`src/hdl/vmde_pkg.sv`:
```
package vmde_pkg;

  // Volume geometry
  localparam int unsigned WORD_BITS = 64;
  localparam int unsigned ROW_WORDS = 4;
  localparam int unsigned ROWS      = 64;
  localparam int unsigned PLANES    = 64;

  localparam int unsigned BX_W   = $clog2(ROW_WORDS);
  localparam int unsigned Y_W    = $clog2(ROWS);
  localparam int unsigned Z_W    = $clog2(PLANES);
  localparam int unsigned ADDR_W = Z_W + Y_W + BX_W;
  localparam int unsigned DEPTH  = PLANES * ROWS * ROW_WORDS;
  localparam int unsigned PAD_W  = $clog2(WORD_BITS);

  typedef logic [WORD_BITS-1:0] word_t;
  typedef logic [ADDR_W-1:0]    addr_t;

  // Item kind carried on tuser
  localparam logic KIND_LOAD  = 1'b0;
  localparam logic KIND_QUERY = 1'b1;

  // Configuration register indexes
  localparam logic [1:0] REG_MODE   = 2'd0;
  localparam logic [1:0] REG_X_SIZE = 2'd1;
  localparam logic [1:0] REG_Y_SIZE = 2'd2;
  localparam logic [1:0] REG_Z_SIZE = 2'd3;

  // Fetch order of the source word and its neighbours
  typedef enum logic [2:0] {
    NB_CENTER = 3'd0,
    NB_XNEXT  = 3'd1,
    NB_XPREV  = 3'd2,
    NB_YDN    = 3'd3,
    NB_YUP    = 3'd4,
    NB_ZDN    = 3'd5,
    NB_ZUP    = 3'd6
  } nb_e;

  localparam logic [2:0] NB_COUNT = 3'd7;

  // Store access request
  typedef struct packed {
    logic  en;
    logic  we;
    addr_t addr;
    word_t wdata;
  } mem_req_t;

  // Saturated geometry, derived from the registers
  typedef struct packed {
    logic             erode;
    logic [2:0]       nbx;
    logic [6:0]       ys;
    logic [6:0]       zs;
    logic [PAD_W-1:0] pad;
  } geom_t;

endpackage

```
`src/hdl/vmde_alu.sv`:
```
module vmde_alu
  import vmde_pkg::*;
(
  input  logic  erode_i,
  input  word_t acc_i,
  input  word_t opnd_i,
  output word_t res_o
);

  // Erode folds with AND, dilate with OR
  assign res_o = erode_i ? (acc_i & opnd_i) : (acc_i | opnd_i);

endmodule

```
`src/hdl/vmde_seq.sv`:
```
module vmde_seq
  import vmde_pkg::*;
(
  input  logic                  clk_i,
  input  logic                  rst_ni,
  input  geom_t                 geom_i,
  input  logic                  s_axis_tvalid,
  output logic                  s_axis_tready,
  input  logic                  s_kind_i,
  input  logic [BX_W-1:0]       s_bx_i,
  input  logic [Y_W-1:0]        s_y_i,
  input  logic [Z_W-1:0]        s_z_i,
  input  word_t                 s_word_i,
  output logic                  m_axis_tvalid,
  input  logic                  m_axis_tready,
  output word_t                 m_word_o,
  output mem_req_t              mem_req_o,
  input  word_t                 mem_rd_i
);

  typedef enum logic [2:0] {
    ST_CLEAR,
    ST_IDLE,
    ST_FETCH,
    ST_FIN_L,
    ST_FIN_R,
    ST_OUT
  } state_e;

  state_e          state_q, state_d;
  addr_t           clr_q, clr_d;
  logic [2:0]      step_q, step_d;
  logic            pend_q, pend_d;
  nb_e             tag_q, tag_d;
  logic [BX_W-1:0] bx_q, bx_d;
  logic [Y_W-1:0]  y_q, y_d;
  logic [Z_W-1:0]  z_q, z_d;
  logic            last_q, last_d;
  word_t           acc_q, acc_d;
  word_t           src_q, src_d;
  logic            cl_q, cl_d;
  logic            cr_q, cr_d;
  logic            ovld_q, ovld_d;
  word_t           odat_q, odat_d;

  word_t           alu_opnd, alu_res, pad_mask;
  logic            accept, present;
  logic            in_vol, bound, x_next_ok;
  addr_t           rd_addr;

  vmde_alu u_alu (
    .erode_i (geom_i.erode),
    .acc_i   (acc_q),
    .opnd_i  (alu_opnd),
    .res_o   (alu_res)
  );

  assign s_axis_tready = (state_q == ST_IDLE);
  assign accept        = s_axis_tvalid && s_axis_tready;
  assign m_axis_tvalid = ovld_q;
  assign m_word_o      = odat_q;

  assign in_vol = ({1'b0, s_bx_i} < geom_i.nbx) && ({1'b0, s_y_i} < geom_i.ys)
               && ({1'b0, s_z_i} < geom_i.zs);
  assign bound  = (s_y_i == '0) || (s_z_i == '0)
               || ({1'b0, s_y_i} == geom_i.ys - 7'd1)
               || ({1'b0, s_z_i} == geom_i.zs - 7'd1);
  assign x_next_ok = ({1'b0, bx_q} + 3'd1) < geom_i.nbx;

  assign pad_mask = ~word_t'(0) << geom_i.pad;

  // Neighbour address and presence for the current step
  always_comb begin
    rd_addr = {z_q, y_q, bx_q};
    present = 1'b0;
    unique case (step_q)
      NB_CENTER: begin
        present = 1'b1;
      end
      NB_XNEXT: begin
        rd_addr = {z_q, y_q, bx_q + BX_W'(1)};
        present = x_next_ok;
      end
      NB_XPREV: begin
        rd_addr = {z_q, y_q, bx_q - BX_W'(1)};
        present = (bx_q != '0);
      end
      NB_YDN: begin
        rd_addr = {z_q, y_q - Y_W'(1), bx_q};
        present = (y_q != '0);
      end
      NB_YUP: begin
        rd_addr = {z_q, y_q + Y_W'(1), bx_q};
        present = ({1'b0, y_q} + 7'd1) < geom_i.ys;
      end
      NB_ZDN: begin
        rd_addr = {z_q - Z_W'(1), y_q, bx_q};
        present = (z_q != '0);
      end
      NB_ZUP: begin
        rd_addr = {z_q + Z_W'(1), y_q, bx_q};
        present = ({1'b0, z_q} + 7'd1) < geom_i.zs;
      end
      default: begin
        present = 1'b0;
      end
    endcase
  end

  always_comb begin
    unique case (state_q)
      ST_FIN_L: alu_opnd = {src_q[WORD_BITS-2:0], cl_q};
      ST_FIN_R: alu_opnd = {cr_q, src_q[WORD_BITS-1:1]};
      default:  alu_opnd = mem_rd_i;
    endcase
  end

  always_comb begin
    state_d   = state_q;
    clr_d     = clr_q;
    step_d    = step_q;
    pend_d    = 1'b0;
    tag_d     = tag_q;
    bx_d      = bx_q;
    y_d       = y_q;
    z_d       = z_q;
    last_d    = last_q;
    acc_d     = acc_q;
    src_d     = src_q;
    cl_d      = cl_q;
    cr_d      = cr_q;
    ovld_d    = ovld_q && !m_axis_tready;
    odat_d    = odat_q;
    mem_req_o = '{en: 1'b0, we: 1'b0, addr: rd_addr, wdata: s_word_i};

    unique case (state_q)
      ST_CLEAR: begin
        mem_req_o = '{en: 1'b1, we: 1'b1, addr: clr_q, wdata: '0};
        clr_d     = clr_q + addr_t'(1);
        if (clr_q == addr_t'(DEPTH - 1)) begin
          state_d = ST_IDLE;
        end
      end
      ST_IDLE: begin
        if (accept) begin
          if (s_kind_i == KIND_LOAD) begin
            mem_req_o = '{en: 1'b1, we: 1'b1, addr: {s_z_i, s_y_i, s_bx_i},
                          wdata: s_word_i};
          end else begin
            bx_d   = s_bx_i;
            y_d    = s_y_i;
            z_d    = s_z_i;
            step_d = '0;
            cl_d   = 1'b0;
            cr_d   = 1'b0;
            last_d = ({1'b0, s_bx_i} + 3'd1) == geom_i.nbx;
            if (!in_vol || (geom_i.erode && bound)) begin
              acc_d   = '0;
              last_d  = 1'b0;
              state_d = ST_OUT;
            end else begin
              state_d = ST_FETCH;
            end
          end
        end
      end
      ST_FETCH: begin
        // Fold the word read in the previous cycle
        if (pend_q) begin
          unique case (tag_q)
            NB_CENTER: begin
              acc_d = mem_rd_i;
              src_d = mem_rd_i;
            end
            NB_XNEXT: cl_d  = mem_rd_i[WORD_BITS-1];
            NB_XPREV: cr_d  = mem_rd_i[0];
            default:  acc_d = alu_res;
          endcase
        end
        if (step_q < NB_COUNT) begin
          if (present) begin
            mem_req_o.en = 1'b1;
            pend_d       = 1'b1;
            tag_d        = nb_e'(step_q);
          end
          step_d = step_q + 3'd1;
        end else if (!pend_q) begin
          state_d = ST_FIN_L;
        end
      end
      ST_FIN_L: begin
        acc_d   = alu_res;
        state_d = ST_FIN_R;
      end
      ST_FIN_R: begin
        acc_d   = alu_res;
        state_d = ST_OUT;
      end
      ST_OUT: begin
        if (!ovld_q || m_axis_tready) begin
          ovld_d  = 1'b1;
          odat_d  = (!geom_i.erode && last_q) ? (acc_q & pad_mask) : acc_q;
          state_d = ST_IDLE;
        end
      end
      default: begin
        state_d = ST_IDLE;
      end
    endcase
  end

  always_ff @(posedge clk_i or negedge rst_ni) begin
    if (!rst_ni) begin
      state_q <= ST_CLEAR;
      clr_q   <= '0;
      step_q  <= '0;
      pend_q  <= 1'b0;
      ovld_q  <= 1'b0;
    end else begin
      state_q <= state_d;
      clr_q   <= clr_d;
      step_q  <= step_d;
      pend_q  <= pend_d;
      ovld_q  <= ovld_d;
    end
  end

  always_ff @(posedge clk_i) begin
    tag_q  <= tag_d;
    bx_q   <= bx_d;
    y_q    <= y_d;
    z_q    <= z_d;
    last_q <= last_d;
    acc_q  <= acc_d;
    src_q  <= src_d;
    cl_q   <= cl_d;
    cr_q   <= cr_d;
    odat_q <= odat_d;
  end

endmodule

```
`config.mk`:
```
export PLATFORM = sky130hd
export DESIGN_NAME = vmde_seq
export DESIGN_NICKNAME = d
export VERILOG_FILES = /design/src/hdl/vmde_pkg.sv /design/src/hdl/vmde_alu.sv /design/src/hdl/vmde_seq.sv
export SDC_FILE = /design/constraint.sdc
export NUM_CORES = 1
export LEC_CHECK = 0
export ABC_AREA = 1
export BUFFER_PORTS_ARGS = -buffer_cell sky130_fd_sc_hd__buf_2
export CELL_PAD_IN_SITES_DETAIL_PLACEMENT = 1
export CELL_PAD_IN_SITES_GLOBAL_PLACEMENT = 2
export CORE_MARGIN = 4
export CORE_UTILIZATION = 35
export DETAILED_ROUTE_END_ITERATION = 10
export PLACE_DENSITY_LB_ADDON = 0.1
export REMOVE_ABC_BUFFERS = 1
export SLEW_MARGIN = 20
export SYNTH_ARGS = -nofsm -noshare
export SYNTH_HDL_FRONTEND = slang
export SYNTH_SLANG_ARGS = --single-unit
```
`constraint.sdc`:
```
create_clock -name clk_i -period 8.75 [get_ports clk_i]
set_input_delay 0.4375 -clock clk_i [delete_from_list [all_inputs] [get_ports clk_i]]
set_output_delay 0.4375 -clock clk_i [all_outputs]
set_load 0.05 [all_outputs]
```
==> results of run 1 <==
layer usage:
layer | global-route usage [%] | up-vias | part of all wire (%) | wire length, um
met5 | 0 | - | 0.078 | 41
met4 | 7.22 | 6 | 3.1 | 1610
met3 | 4.28 | 88 | 6.8 | 3560
met2 | 40.3 | 448 | 48 | 25100
met1 | 31.4 | 6171 | 42 | 22000
li1 | - | 6007 | - | -
worst min-delay path by stage:
stage	startpoint	to	slack (ns)
2_1_floorplan	rst_ni	clr_q[0]$_DFFE_PN0N_	0.14
3_3_place_gp	rst_ni	clr_q[8]$_DFFE_PN0N_	0.47
3_5_place_dp	rst_ni	step_q[1]$_DFFE_PN0P_	0.47
4_1_cts	mem_rd_i[4]	src_q[4]$_DFFE_PP_	0.04
5_1_grt	mem_rd_i[4]	src_q[4]$_DFFE_PP_	0.04
6_report	mem_rd_i[4]	src_q[4]$_DFFE_PP_	0.07
area by class of cell:
cell class	instances	area [um2]	share of cell area, %
clock inverter	17	128	0.763
sequential	234	6920	41.3
multi-input combinational	996	5550	33.2
timing repair buffer	333	1710	10.2
tap	518	648	3.87
inverter	274	1030	6.15
antenna	1	2.50	0.0150
clock buffer	35	748	4.47
cell usage after synthesis, types with 4 or more instances:
cell,n,area [um2]
dfrtp_1,22,551
o311ai_0,7,61.3
a22oi_1,6,45.0
a21oi_1,93,465
edfxtp_1,212,6370
o211ai_1,21,158
a31oi_1,4,25.0
nand4_1,17,106
ha_1,51,638
o22ai_1,23,144
buf_2,15,75.1
inv_1,265,995
a211oi_1,15,113
nor3_1,11,55.1
buf_1,8,30.0
a22o_1,4,35.0
nand2_1,248,931
o21ai_1,9,45.0
nand3_1,101,505
o221ai_1,26,228
a221oi_1,8,70.1
o21ai_0,101,505
o2111ai_1,10,87.6
xor2_1,27,236
inv_2,6,22.5
or2_2,4,25.0
clkbuf_1,41,154
a32oi_1,19,166
nor2_1,168,631
registers in the layout, summed over array words and instances, names as in the netlist, 2 cells and up:
signal / flops
m_word_o: 64
z_q: 6
tag_q: 3
state_q: 3
src_q: 64
y_q: 6
acc_q: 64
step_q: 3
clr_q: 14
bx_q: 2
cells by family (layout without fill, tap and decap cells):
group	Yosys count	in the layout	synth area share, %
other	0	1	0
DFF	234	234	50.5
and+or+nand+nor	558	558	17.1
xor gates and xnor gates	29	29	1.85
adders and majority gates	53	53	4.95
buffers and inverters	338	659	9.39
AOI/OAI and AO/OA	356	356	16.3
stage by stage:
step / utilization, % / instances / cell area [um2] / total power, W
2_1_floorplan: - / 1504 / 13400 / 0.00130
3_3_place_gp: 41.0 / 2354 / 15800 / 0.00139
3_5_place_dp: 41.0 / 2354 / 15800 / 0.00139
4_1_cts: 43.3 / 2407 / 16700 / 0.00253
5_1_grt: 43.3 / 2408 / 16700 / 0.00259
6_report: 43.3 / 2408 / 16700 / 0.00250
worst max-delay path, stage by stage (launching register included):
cell and delay [ns]:
dfrtp_1 0.43, inv_1 0.16, ha_1 0.21, nand2_1 0.27, ha_1 0.44, a21oi_1 0.16, nand2_1 0.08, nand2_1 0.08
nand2_1 0.06, a21oi_1 0.20, xor2_1 0.10, o22ai_1 0.13, nand2_1 0.12, o21ai_0 0.18, buf_2 0.34
report_power, final:
group	internal (W)	switching [W]	total, W	leakage (nW)
clock	0.000660	0.000475	0.00113	0.429
sequential	0.00121	0.000000418	0.00121	2.23
combinational	0.0000558	0.000103	0.000159	4.94
total	0.00192	0.000579	0.00250	7.60
==> flow_summary.json, run 1 <==
{
  "status": "completed",
  "placementRows": 72,
  "place_hpwl_um": 38500,
  "postLayoutSetupSlackWorst_ns": 4.80,
  "clkTransAtPathRegs_ns": 0.06,
  "die_w_um": 206,
  "hold_path_class": "in2reg",
  "ctsResizeCount": 0,
  "nets": 2091,
  "syn_inst": 1568,
  "fillCellCount": 4658,
  "portBuffers": 316,
  "setup_violations": 0,
  "track_usage_pct": 23.8,
  "cts_tree": "yes",
  "ff2ff_setup_slack_ns": 5.14,
  "end_kind": "output pin",
  "htreeDepth": 1,
  "post_cts_buffers": 0,
  "synth_seq_area_share_pct": 50.5,
  "ys_ff_latch": 234,
  "maxCapViolCount": 0,
  "vias": 12700,
  "tns_ns": 0,
  "hold_buffers": 1,
  "drtPass1Iterations": 6,
  "die_area_mm2": 0.0424,
  "reg2regPathDepth": 11,
  "area_growth_pct": 22.0,
  "crit_type": "reg2out",
  "drive_above_1_share_pct": 21.0,
  "slew_viol_final": 0,
  "synth-edff-count": 212,
  "crit_end": "mem_req_o[77]",
  "r2r_end": "acc_q[15]$_DFFE_PP_",
  "required_ns": 8.31,
  "min_path_cells": 1,
  "drt_iter0_drc": 832,
  "core_area_mm2": 0.0386,
  "synth_async_sr_flop_share_pct": 9.40,
  "ctsRootBufferMaster": "clkbuf_16",
  "path_max_fanout": 8,
  "finalWeightedCongestion": 0.846,
  "start_util_pct": 35.5,
  "fin_crit_sh_pct": 45.1,
  "cts.sinks": 234,
  "cts.path.max_buffers": 3,
  "fp.dieH_um": 206,
  "mostFrequentLayoutCell": "buf_2",
  "wl_per_cell_um": 21.7,
  "rsz0062_at_grt": "false",
  "power_density_mw_per_mm2": 150,
  "grt_max_degree": 75,
  "hold_ws_ns": 0.0661,
  "antenna_found_initial": 4,
  "antenna_left": 0,
  "ys_warn_count": 0,
  "synthFlopType": "edfxtp_1",
  "synthesis.area_mm2": 0.0137,
  "max_freq_mhz": 253,
  "grt_pass1_vias": 13100,
  "routed_via_density": 5.28,
  "synthDistinctLibCells": 46,
  "syn_avg_cell_area_um2": 8.74,
  "startpoint": "step_q[0]$_DFFE_PN0P_",
  "final_cell_mix": "buf_2, inv_1, nand2_1",
  "pin_count": 317,
  "grt_first_pass_wirelength_um": 78000,
  "drt-total-wl_um": 52300,
  "worstPathArrival_ns": 3.51,
  "peakVddDrop_v": 0.000136,
  "hold_viol_final": 0,
  "timing.rr.start": "state_q[0]$_DFFE_PN0P_",
  "cts_made_buffers": 28,
  "leakagePower_nw": 7.60,
  "slew_headroom_pct": 25.6,
  "fin_skew_ns": 0.0288,
  "clkLatencyLatePin_ns": 0.56,
  "overflow": 0,
  "worstMarginPinSlew_ns": 1.11,
  "min_period_ns": 3.95,
  "preCtsSetupSlack_ns": 4.91,
  "start_kind": "flip-flop",
  "drc": 0
}
(Power assumes the default switching activity.)
==> run 2: changes to the inputs <==
ABC_AREA = 0   (was 1)
CORE_UTILIZATION = 31   (was 35)
clock period = 3.4 ns   (was 8.75 ns; I/O delays follow)
==> flow_summary.json, run 2 <==
{
  "yosys.area.top_type": "edfxtp_1",
  "clkTransAtPathRegs_ns": 0.06,
  "preCtsSetupSlack_ns": 0.288,
  "path_max_fanout": 4,
  "end_kind": "output pin",
  "grt_pass1_vias": 13000,
  "max_stage_delay_ns": 0.42,
  "grt_max_degree": 67,
  "area_growth_pct": 31.8,
  "placementRows": 76,
  "worst_path_max_delay_cell": "edfxtp_1",
  "place_hpwl_um": 37700,
  "ys_warn_count": 0,
  "synth_common_cells": "edfxtp_1, a21oi_1, a22oi_1",
  "fillCellCount": 4934,
  "design_area_mm2": 0.0179,
  "clkLatencyLatePin_ns": 0.57,
  "cts_tree": "yes",
  "pin_count": 317,
  "drtPass1Iterations": 5,
  "start_util_pct": 31.5,
  "drt-total-wl_um": 53600,
  "finalWeightedCongestion": 0.832,
  "cts_made_buffers": 30,
  "fp.dieH_um": 217,
  "setup_violations": 0,
  "synthTopCellsByArea": "edfxtp_1, a22oi_1, ha_1",
  "peakVddDrop_v": 0.000429,
  "mostFrequentLayoutCell": "buf_2",
  "synth_seq_area_share_pct": 50.9,
  "timing.rr.start": "z_q[0]$_DFFE_PP_",
  "drt_iter0_drc": 752,
  "routed_via_density": 5.28,
  "portBuffers": 316,
  "max_freq_mhz": 308,
  "required_ns": 3.23,
  "cts.path.max_buffers": 3,
  "fin_crit_sh_pct": 95.6,
  "multi_input_area_mm2": 0.00631,
  "status": "completed",
  "synthDistinctLibCells": 71,
  "wl_per_cell_um": 23.0,
  "synth_async_sr_flop_share_pct": 9.40,
  "ys_ff_latch": 234,
  "nets": 1950,
  "core_area_mm2": 0.0432,
  "die_w_um": 217,
  "die_area_mm2": 0.0472,
  "synthFlopType": "edfxtp_1",
  "worstMarginPinSlew_ns": 0.896,
  "ctsRootBufferMaster": "clkbuf_16",
  "yosysMostFrequentCell": "edfxtp_1",
  "worstPathArrival_ns": 3.08,
  "leakagePower_nw": 6.87,
  "final-seq-area_mm2": 0.00692,
  "syn_inst": 1322,
  "maxCapViolCount": 0,
  "synthesis.area_mm2": 0.0136,
  "fin_skew_ns": 0.0217,
  "crit_chain": "buf_4 > ha_1 > and3_1 > ha_1 > o2111ai_1 > a21oi_2 > a2111oi_4 > buf_4 > nor3_1 > o21bai_1 > buf_4",
  "yosysTopAreaCellShare_pct": 46.8,
  "start_kind": "flip-flop",
  "drc": 0,
  "track_usage_pct": 22.0,
  "min_period_ns": 3.25,
  "power_density_mw_per_mm2": 717,
  "drive_above_1_share_pct": 25.7,
  "min-delay-start": "geom_i[5]",
  "slew_viol_final": 0,
  "postPlaceCellArea_mm2": 0.0160,
  "antenna_found_initial": 2,
  "antenna_left": 0,
  "syn_avg_cell_area_um2": 10.3,
  "htreeDepth": 1,
  "hold_viol_final": 0,
  "postLayoutSetupSlackWorst_ns": 0.150,
  "overflow": 0,
  "cpMostUsedCell": "buf_4",
  "slew_headroom_pct": 40.1,
  "final_cell_mix": "buf_2, edfxtp_1, a21oi_1",
  "rsz0062_at_grt": "true",
  "grt_first_pass_wirelength_um": 80900,
  "hold_path_class": "in2reg",
  "startpoint": "z_q[0]$_DFFE_PP_",
  "synth-edff-count": 212,
  "crit_type": "reg2out",
  "cts.sinks": 234,
  "vias": 12300
}
run 2: cell count changes after synthesis, moves of 14 or more:
cell	delta
nor2_1	-77
a22oi_1	+105
xnor2_1	+24
a21oi_1	+24
nor2b_1	+25
a32oi_1	-19
o21a_1	+30
nand3_1	-84
o221ai_1	-24
nand2_1	-145
inv_1	-225
and2_1	+79
o211ai_1	-14
run 2: final cells by class:
cell class / count / area share, %
Antenna cell: 1 / 0.0140
Timing Repair Buffer: 445 / 15.8
Inverter: 42 / 0.880
Tap cell: 585 / 4.09
Sequential cell: 234 / 38.6
Clock buffer: 36 / 4.44
Clock inverter: 16 / 0.922
Multi-Input combinational cell: 973 / 35.2
run 2: logic make-up (layout without fill, tap and decap cells):
group           count (synthesis)  in the layout  share of synthesized area (%)
compound gates                463            463                           21.5
xor+xnor                       40             40                           2.58
fa+ha+maj                      63             63                           5.73
buf+inv                       115            539                           3.46
flops                         234            234                           50.9
mux                            13             13                          0.967
other cells                     0              1                              0
simple gates                  394            394                           14.8
run 2: what timing repair did:
item	4_1_cts	5_1_grt
pin swaps	0	4
setup endpoints to repair	5	6
endpoints found under the hold margin	137	0
hold buffers	80	0
buffers inserted	4	9
gates resized for setup	10	16
run 2: path summary, 6_finish.rpt:
check / end / slack (ns) / depth (start not counted)
max: mem_req_o[79] / 0.15 / 11
max in group asynchronous: state_q[0]$_DFFE_PN0P_ / 2.85 / 2
min in group asynchronous: clr_q[3]$_DFFE_PN0N_ / 0.13 / 2
min: m_word_o[62]$_DFFE_PP_ / 0.08 / 2
min reg2reg: m_word_o[63]$_DFFE_PP_ / 0.45 / 0
max reg2reg: tag_q[0]$_DFFE_PP_ / 0.78 / 10
run 2: per-layer routing:
metal | part of all wire [%] | up-vias | track usage (%) | routed length [um]
met5 | 0.024 | - | 0 | 13
met4 | 1.8 | 2 | 4.43 | 977
met3 | 4.9 | 65 | 3.17 | 2630
met2 | 51 | 364 | 39.9 | 27200
met1 | 43 | 6128 | 28.1 | 22800
li1 | - | 5745 | - | -
run 2: critical path: cells and delay by family (launching register included):
kind / cells / cell delay (ns)
fa+ha+maj: 2 / 0.57
compound gates: 4 / 0.55
buf+inv: 3 / 0.54
simple gates: 2 / 0.44
flops: 1 / 0.42
run 2: through the flow:
step	TNS, ns	total power, W	cells	hold WS, ns	util, %
after floorplan	-186.74	0.00786	1249	-0.126	-
after global placement	0	0.00956	2186	0.189	37.0
after detailed placement	0	0.00964	2186	0.201	37.0
after CTS	0	0.0129	2322	0.0470	41.2
after global routing	-0.0119	0.0135	2331	0.0575	41.5
final	0	0.0128	2332	0.0828	41.5
run 2: where the power goes:
part / total [W] / leakage (nW) / switching (W) / internal, W
clock: 0.00316 / 0.463 / 0.00128 / 0.00188
combinational: 0.00521 / 4.14 / 0.00374 / 0.00146
sequential: 0.00447 / 2.27 / 0.000445 / 0.00402
